$ cat src/sv/brmq_pkg.sv
// Shared constants, codes and types of the byte ring message queue.
package brmq_pkg;

	localparam int DEPTH    = 1024;
	localparam int MAX_READ = 64;
	localparam int PTR_W    = $clog2(DEPTH);
	localparam int CNT_W    = $clog2(DEPTH + 1);
	localparam int CAP_W    = 11;
	localparam int LEN_W    = 7;
	localparam int MSG_W    = 11;
	localparam int BYTE_W   = 8;
	localparam int DIV_W    = $clog2(DEPTH + MAX_READ);
	localparam int BIT_W    = $clog2(DIV_W);
	localparam int S_DATA_W = 40;
	localparam int S_USER_W = 4;
	localparam int M_DATA_W = 32;

	localparam logic [CAP_W-1:0] CAP_RESET = CAP_W'(DEPTH);

	typedef enum logic [2:0] {
		CMD_CLEAR = 3'd0,
		CMD_PUSH  = 3'd1,
		CMD_FRONT = 3'd2,
		CMD_POP   = 3'd3,
		CMD_SET   = 3'd4,
		CMD_GET   = 3'd5
	} cmd_t;

	typedef enum logic [2:0] {
		ST_OK      = 3'd0,
		ST_NOSPACE = 3'd1,
		ST_TOOBIG  = 3'd2,
		ST_NOPEND  = 3'd3,
		ST_RANGE   = 3'd4
	} status_t;

	typedef enum logic [2:0] {
		S_INIT,
		S_IDLE,
		S_EXEC,
		S_CLEAR,
		S_FRD,
		S_FEMIT,
		S_MOD,
		S_EMIT
	} state_t;

	typedef struct packed {
		logic              we;
		logic              re;
		logic [PTR_W-1:0]  addr;
		logic [BYTE_W-1:0] wdata;
	} mem_req_t;

endpackage

$ cat src/sv/brmq_cmpsub.sv
// Shared compare-and-subtract unit against the ring capacity.
module brmq_cmpsub (
	input  logic [brmq_pkg::CNT_W:0]   x,
	input  logic [brmq_pkg::CAP_W-1:0] cap,
	output logic                       ge,
	output logic [brmq_pkg::CNT_W:0]   diff
);

	logic [brmq_pkg::CNT_W:0] cap_w;

	assign cap_w = (brmq_pkg::CNT_W + 1)'(cap);
	assign ge    = x >= cap_w;
	assign diff  = x - cap_w;

endmodule

$ cat config.mk
export PLATFORM = sky130hd
export DESIGN_NAME = brmq_cmpsub
export DESIGN_NICKNAME = d
export VERILOG_FILES = /design/src/sv/brmq_pkg.sv /design/src/sv/brmq_cmpsub.sv
export SDC_FILE = /design/constraint.sdc
export NUM_CORES = 1
export LEC_CHECK = 0
export BUFFER_PORTS_ARGS = -buffer_cell sky130_fd_sc_hd__buf_2
export CAP_MARGIN = 20
export CORE_MARGIN = 4
export CORE_UTILIZATION = 47
export DETAILED_ROUTE_END_ITERATION = 16
export PLACE_DENSITY = 0.95
export SLEW_MARGIN = 20
export SYNTH_ARGS = -nofsm -noshare
export SYNTH_HDL_FRONTEND = slang
export SYNTH_SLANG_ARGS = --single-unit
$ cat constraint.sdc
create_clock -name vclk -period 2.5
set_input_delay 0.5 -clock vclk [all_inputs]
set_output_delay 0.5 -clock vclk [all_outputs]
set_load 0.03 [all_outputs]
# After elaboration in Yosys (flattened, before gate mapping)

Index checks and enable logic that the tools add are counted.

$add $sub $neg: 1
$mul: 0
Divide/modulo/power cells: 0
$lt $le $gt $ge: 1
Equal/unequal tests: 0
Shifts and indexed selects: 0
Muxes and demuxes: 0
Bitwise logic cells: 0
Reductions and logical operators: 0

Operators by type and width:

| operator                                                       | number |
|---|---|
| 12-bit by 11-bit greater-or-equal comparator with 1-bit output | 1 |
| 12-bit by 11-bit subtractor with 12-bit output                 | 1 |

Register bits after elaboration: 0
Bits in latches: 0
RAM bits: 0
Memory bits (read-only): 0
Output and inout port bits: 13
Memories: 0

# Depth between registers and ports, before layout

Gate-level depths: netlist (run 1).

Word-level depth: 1
Mapped depth: 8
Gate-level depth less buffers: 8

# Worst setup path after synthesis (run 1)

No wires, ideal clock.

Kind: input -> output
From: input port cap[2] (netlist name)
To: output port diff[11] (netlist name)
Arrival time: 2.218 ns
Required time: 2.000 ns
Setup slack: -0.218 ns
Stages: 7
Path buffers: 0
Cell sequence: inv_1 > ha_1 > o211ai_1 > a21oi_2 > o211ai_2 > o31ai_1 > a311oi_1

Word-level cells in the longest chain between the ends: 1

RTL lines:

| element                                        | RTL line          | text |
|---|---|---|
| start, declared                                | brmq_cmpsub.sv:4  | `input logic [brmq_pkg::CAP_W-1:0] cap,` |
| 12-bit by 11-bit subtractor with 12-bit output | brmq_cmpsub.sv:13 | `assign diff = x - cap_w;` |
| end, declared                                  | brmq_cmpsub.sv:6  | `output logic [brmq_pkg::CNT_W:0] diff` |

Every way passes these cells.

# Worst setup path in the final report (run 1)

From: input port x[0] (netlist name)
To: output port ge

Word-level cells in the longest chain between the ends: 1

RTL lines:

| element                                                        | RTL line          | text |
|---|---|---|
| start, declared                                                | brmq_cmpsub.sv:3  | `input logic [brmq_pkg::CNT_W:0] x,` |
| 12-bit by 11-bit greater-or-equal comparator with 1-bit output | brmq_cmpsub.sv:12 | `assign ge = x >= cap_w;` |
| end, declared                                                  | brmq_cmpsub.sv:5  | `output logic ge,` |

Every way passes these cells.

==> results of run 1 <==
==> final timing paths <==
check	depth (start not counted)	slack [ns]	endpoint
setup / recovery	10	-0.11	ge
hold / removal	3	1.35	ge
==> cells in the mapped netlist <==
library cell,n,area [um^2]
a31oi_1,2,12.5
a311oi_1,1,8.76
o21ai_0,2,10.0
nand4_1,3,18.8
nor2_1,5,18.8
a21oi_1,6,30.0
o22ai_1,1,6.26
ha_1,11,138
nand3_1,3,15.0
xnor2_1,6,52.6
o211ai_1,1,7.51
o31ai_1,1,7.51
a21o_1,2,15.0
nand2_1,6,22.5
a21oi_2,3,26.3
nand3b_1,1,7.51
mux2i_1,1,10.0
nor2b_1,2,12.5
nand2b_1,4,25.0
o211ai_2,3,37.5
fa_1,1,20.0
o311ai_1,1,8.76
inv_1,17,63.8
xor2_1,1,8.76
nor3_1,1,5.00
a311o_1,1,10.0
o21ai_1,1,5.00
a21boi_0,1,7.51
o211a_1,1,10.0
nand2b_2,1,8.76
==> layout make-up <==
class | instances | share of cell area [%]
multi-input cells | 73 | 63.3
repair buffers | 49 | 29.0
inverters | 17 | 6.14
well taps | 14 | 1.62
==> power by group <==
| group | switching, mW | internal [mW] |
|---|---|---|
| combinational | 0.236 | 0.168 |
| clock | 0 | 0 |
| sequential | 0 | 0 |
| total | 0.236 | 0.168 |
==> cell families after synthesis <==
group / Yosys count
compound gates: 27
simple gates: 26
buf+inv: 17
fa+ha+maj: 12
xor+xnor: 7
mux: 1
==> repair_timing <==
| item | CTS | global route |
|---|---|---|
| hold buffers | 0 | 0 |
| resized for setup | 15 | 11 |
| setup buffers | 1 | 1 |
| pin swaps | 6 | 3 |
| endpoints found under the setup margin | 6 | 7 |
==> metal layers <==
metal | up-vias | global-route usage, %
li1 | 423 | -
met1 | 417 | 25.5
met2 | 56 | 46.4
met3 | 14 | 2.85
met4 | 0 | 5.42
met5 | - | 0
==> stage by stage <==
stage,hold slack [ns],utilization [%],total power [mW],TNS (ns)
after floorplan,1.18,-,0.231,-0.00104
after global placement,1.39,78.6,0.326,-0.504
after detailed placement,1.40,78.6,0.336,-0.815
after CTS,1.35,84.9,0.365,-0.0160
after global routing,1.38,91.0,0.429,-0.530
final,1.35,91.0,0.404,-0.114
==> out/qor.csv, run 1 <==
stage,metric,value,unit
synthesis,Synth Instances,90,
timing,post-route clock period utilization,104,%
die,Die W,44.6,um
status,violated checks,negative setup slack,
finish,most frequent cells in the layout,"buf_2, buf_4, inv_1, ha_1",
route,DR WL/cell,17.6,um
die,Initial Util,53.1,%
synthesis,post-synthesis simple-gate area fraction,21.3,%
route,DR WL met3,175,um
route,TritonRoute pass-1 iters,4,
timing,max frequency,0.384,GHz
route,top layer in use,met4,
grt,total overflow reported by the global router,0,
synthesis,Yosys cell types,30,
setup_path,"Cell Chain, Critical Path","buf_6, inv_4, ha_4, fa_2, nand2b_4, a21oi_4, o211ai_2, nand3b_1, a311o_2, buf_6",
timing,RSZ-0062 raised after global routing,yes,
setup_path,Setup crit start kind,input port,
grt,initial antenna violation count,0,
grt,first-pass GRT wire length,3650,um
finish,"most common cell after layout, fill and taps aside",buf_2,
pwr,leakage,0.561,nW
die,core outline area,1190,um^2
finish,layout cells sized above 1,50.4,%
setup_path,CP peak stage delay,0.38,ns
finish,Multi-input gate area,683,um^2
timing,Worst Tran Pin Value,0.308,ns
finish,nets,176,
setup_path,crit path DAT,2.11,ns
finish,Syn-to-layout area delta,71.6,%
setup_path,crit path max-delay cell type,a311o_2,
finish,clock buf count,0,
route,DRT iter0 DRCs,30,
synthesis,adder-cell share of the synthesized area,25.0,%
finish,ANT cells,0,
pwr,power density over the cells,374,nW/um^2
setup_path,"Req. time, crit path",2.00,ns
synthesis,Synth Area in XOR/XNOR,9.74,%
grt,total track usage,23.5,%
timing,Fin. Hold Viols,0,
synthesis,largest family of logic cells by synthesized area,compound AO/OA/AOI/OAI gates,
setup_path,CP Class,in -> out,
setup_path,"Top cell by count, worst path",buf_6,
synthesis,post-synthesis mux area share,1.59,%
synthesis,"Seq/Total Area, Yosys",0,%
job,Max-cap violations,0,
die,site row count,12,
timing,Max-slew headroom,79.4,%
timing,setup slack after layout,-0.105,ns
hold_path,min-delay src,x[11],
die,die height,44.6,um
pwr,maximum VDD drop,0.251,mV
placed_design,DPL Wire Length,1670,um
placed_design,dpl ws,-0.200,ns
grt,largest net degree at the start of global routing,6,
synthesis,Mapped Area,629,um^2
synthesis,Synth Area in Compound Gates,32.2,%
setup_path,family with the most delay on the worst path,compound AO/OA/AOI/OAI gates,
placed_design,routability cong.,0.784,
route,M1 WL,988,um
hold_path,Hold Crit Class,in -> out,
setup_path,crit path launch,x[0],
finish,Post-Layout Cell Count,153,
route,via count,910,
finish,# fillers,55,
synthesis,Syn Area/Cell,6.99,um^2
route,DRC viols,0,
placed_design,dpl cells,151,
placed_design,PortBufs,36,
setup_path,Crit. End Element,primary output,
die,die area,1990,um^2
placed_design,Area after DPL,932,um^2
setup_path,"Buf+Inv Stages, Crit Path",3,
route,met2 WL post-DR,1390,um
route,Routed WL,2690,um
grt,vias in the first global route,866,
finish,Final Cell Area,1080,um^2
finish,Seq Cell Count,0,
finish,register area,0,um^2
status,status,"finished, violations left",
route,Antenna Nets Post-Route,0,
timing,fin crit period,2.61,ns
route,Via density,5.95,
synthesis,post-synth net total,125,
die,I/O Pins,36,
timing,max-slew violations,0,
synthesis,Ys Warns,0,
timing,# setup viols final,2,
setup_path,crit path max fanout,4,
(Power assumes the default switching activity.)
==> inputs of run 2 (changes only) <==
Settings changed: CORE_AREA set to 4 4 41 43, CORE_MARGIN 4 to not set, CORE_UTILIZATION 47 to not set, DIE_AREA set to 0 0 45 47.
Clock period 2.5 ns to 3.35 ns, I/O delays scaled along.
==> run 2 against run 1 <==
  * The flow now finishes without violations
  * Count of clock-buffer cells in the layout unchanged
  * Die area up 6.4%
  * Via count down 15%
  * Final cell count down 7.8%
  * Total power down 44%
  * Hold slack better by 0.44 ns
  * Non-clock buffer count down 13
  * Design area down 23%
  * Sequential share of layout area unchanged
  * Critical endpoint unchanged
  * Wire length down 35%
  * Global-route usage down 6.2 points
  * Combinational power down 44%
==> out/qor.csv, run 2 (synthesis gave the netlist of run 1 again) <==
stage,metric,value,unit
route,TritonRoute pass-1 iters,4,
route,Via density,5.49,
finish,Util after Layout,63.7,%
route,via count,774,
grt,layer with the highest usage,met2,
clock_network,"Setup Fix Bufs, Post-CTS",0,
timing,setup TNS,0,ns
finish,"most common cell after layout, fill and taps aside",buf_2,
setup_path,family with the most delay on the worst path,adder cells,
route,Antenna Nets Post-Route,0,
timing,# setup viols final,0,
placed_design,DPL Wire Length,1550,um
setup_path,"Top cell by count, worst path",buf_2,
finish,most frequent cells in the layout,"buf_2, inv_1, ha_1",
grt,total overflow reported by the global router,0,
grt,grt met2 use,34.5,%
grt,met3 Resource Use GR,0.383,%
die,site row count,13,
die,die height,47,um
timing,Fin. Hold Viols,0,
hold_path,min-delay src,cap[0],
die,Die W,45,um
timing,RSZ-0062 raised after global routing,no,
die,core outline area,1300,um^2
setup_path,crit path max fanout,4,
timing,Worst Tran Pin Value,0.332,ns
hold_path,Hold Crit Class,in -> out,
setup_path,Setup crit start kind,input port,
placed_design,routability cong.,0.795,
route,DRT iter0 DRCs,11,
pwr,power density over the cells,274,nW/um^2
timing,setup slack after layout,0.201,ns
die,Initial Util,48.4,%
grt,vias in the first global route,710,
pwr,leakage,0.472,nW
finish,register area,0,um^2
job,Max-cap violations,0,
pwr,maximum VDD drop,0.160,mV
status,status,completed,
setup_path,crit path max-delay cell type,fa_1,
finish,Seq Cell Count,0,
clock_network,post_cts resized,0,
finish,clock buf count,0,
timing,post-route clock period utilization,94.0,%
route,DRC viols,0,
placed_design,dpl ws,0.200,ns
die,I/O Pins,36,
setup_path,crit path launch,x[0],
grt,met1 Usage GRT,20.5,%
route,DR WL/cell,12.3,um
setup_path,Crit. End Element,primary output,
pwr,"Power, Total",227,uW
finish,ANT cells,0,
setup_path,"Cell Chain, Critical Path","buf_2, inv_1, ha_1, fa_1, nand2b_2, a21oi_2, o211ai_2, nand3b_1, a311o_1, buf_2",
timing,fin crit period,3.15,ns
finish,# fillers,128,
finish,layout cells sized above 1,34.1,%
setup_path,CP peak stage delay,0.41,ns
setup_path,"Req. time, crit path",2.68,ns
placed_design,PortBufs,36,
grt,largest net degree at the start of global routing,8,
grt,initial antenna violation count,0,
setup_path,CP Class,in -> out,
timing,max frequency,0.318,GHz
timing,max-slew violations,0,
finish,nets,163,
route,Routed WL,1740,um
setup_path,crit path DAT,2.48,ns
grt,total track usage,17.2,%
die,die area,2120,um^2
finish,Syn-to-layout area delta,31.6,%
clock_network,cts hold-fix bufs,0,
timing,Worst Hold Margin,1.79,ns
grt,first-pass GRT wire length,2850,um
timing,Max-slew headroom,77.9,%
setup_path,"Buf+Inv Stages, Crit Path",3,
## run 2: cell count changes in the layout (fill, tap and decap cells not counted), moves of 2 or more
cell     before  now
buf_2        28   36
a21oi_4       2    0
ha_1          7   11
ha_4          4    0
buf_4        17    0
buf_6         4    0
a21oi_1       3    6
## run 2: worst paths after layout
path                  end  slack (ns)  cells after the start
setup / recovery       ge        0.20                     10
hold / removal    diff[0]        1.79                      4
## run 2: through the flow
| stage | std cells | area (um^2) |
|---|---|---|
| after CTS | 141 | 828 |
| final | 141 | 828 |
| after detailed placement | 141 | 828 |
| after floorplan | 90 | 629 |
| after global routing | 141 | 828 |
| after global placement | 141 | 828 |
## run 2: per-layer routing
layer / wire, um / share of wire [%]
met5: 0 / 0
met3: 105 / 6.0
met2: 925 / 53
met1: 693 / 40
met4: 17 / 0.98
## run 2: report_power, final
group	switching, mW	internal, mW
Clock	0	0
Combinational	0.145	0.0816
Sequential	0	0
Total	0.145	0.0816
## run 2: final cells by class
class                      instances  area, um^2  area share, %
multi-input combinational         73         566           68.3
timing repair buffer              36         180           21.8
inverter                          17        63.8           7.70
tap                               15        18.8           2.27
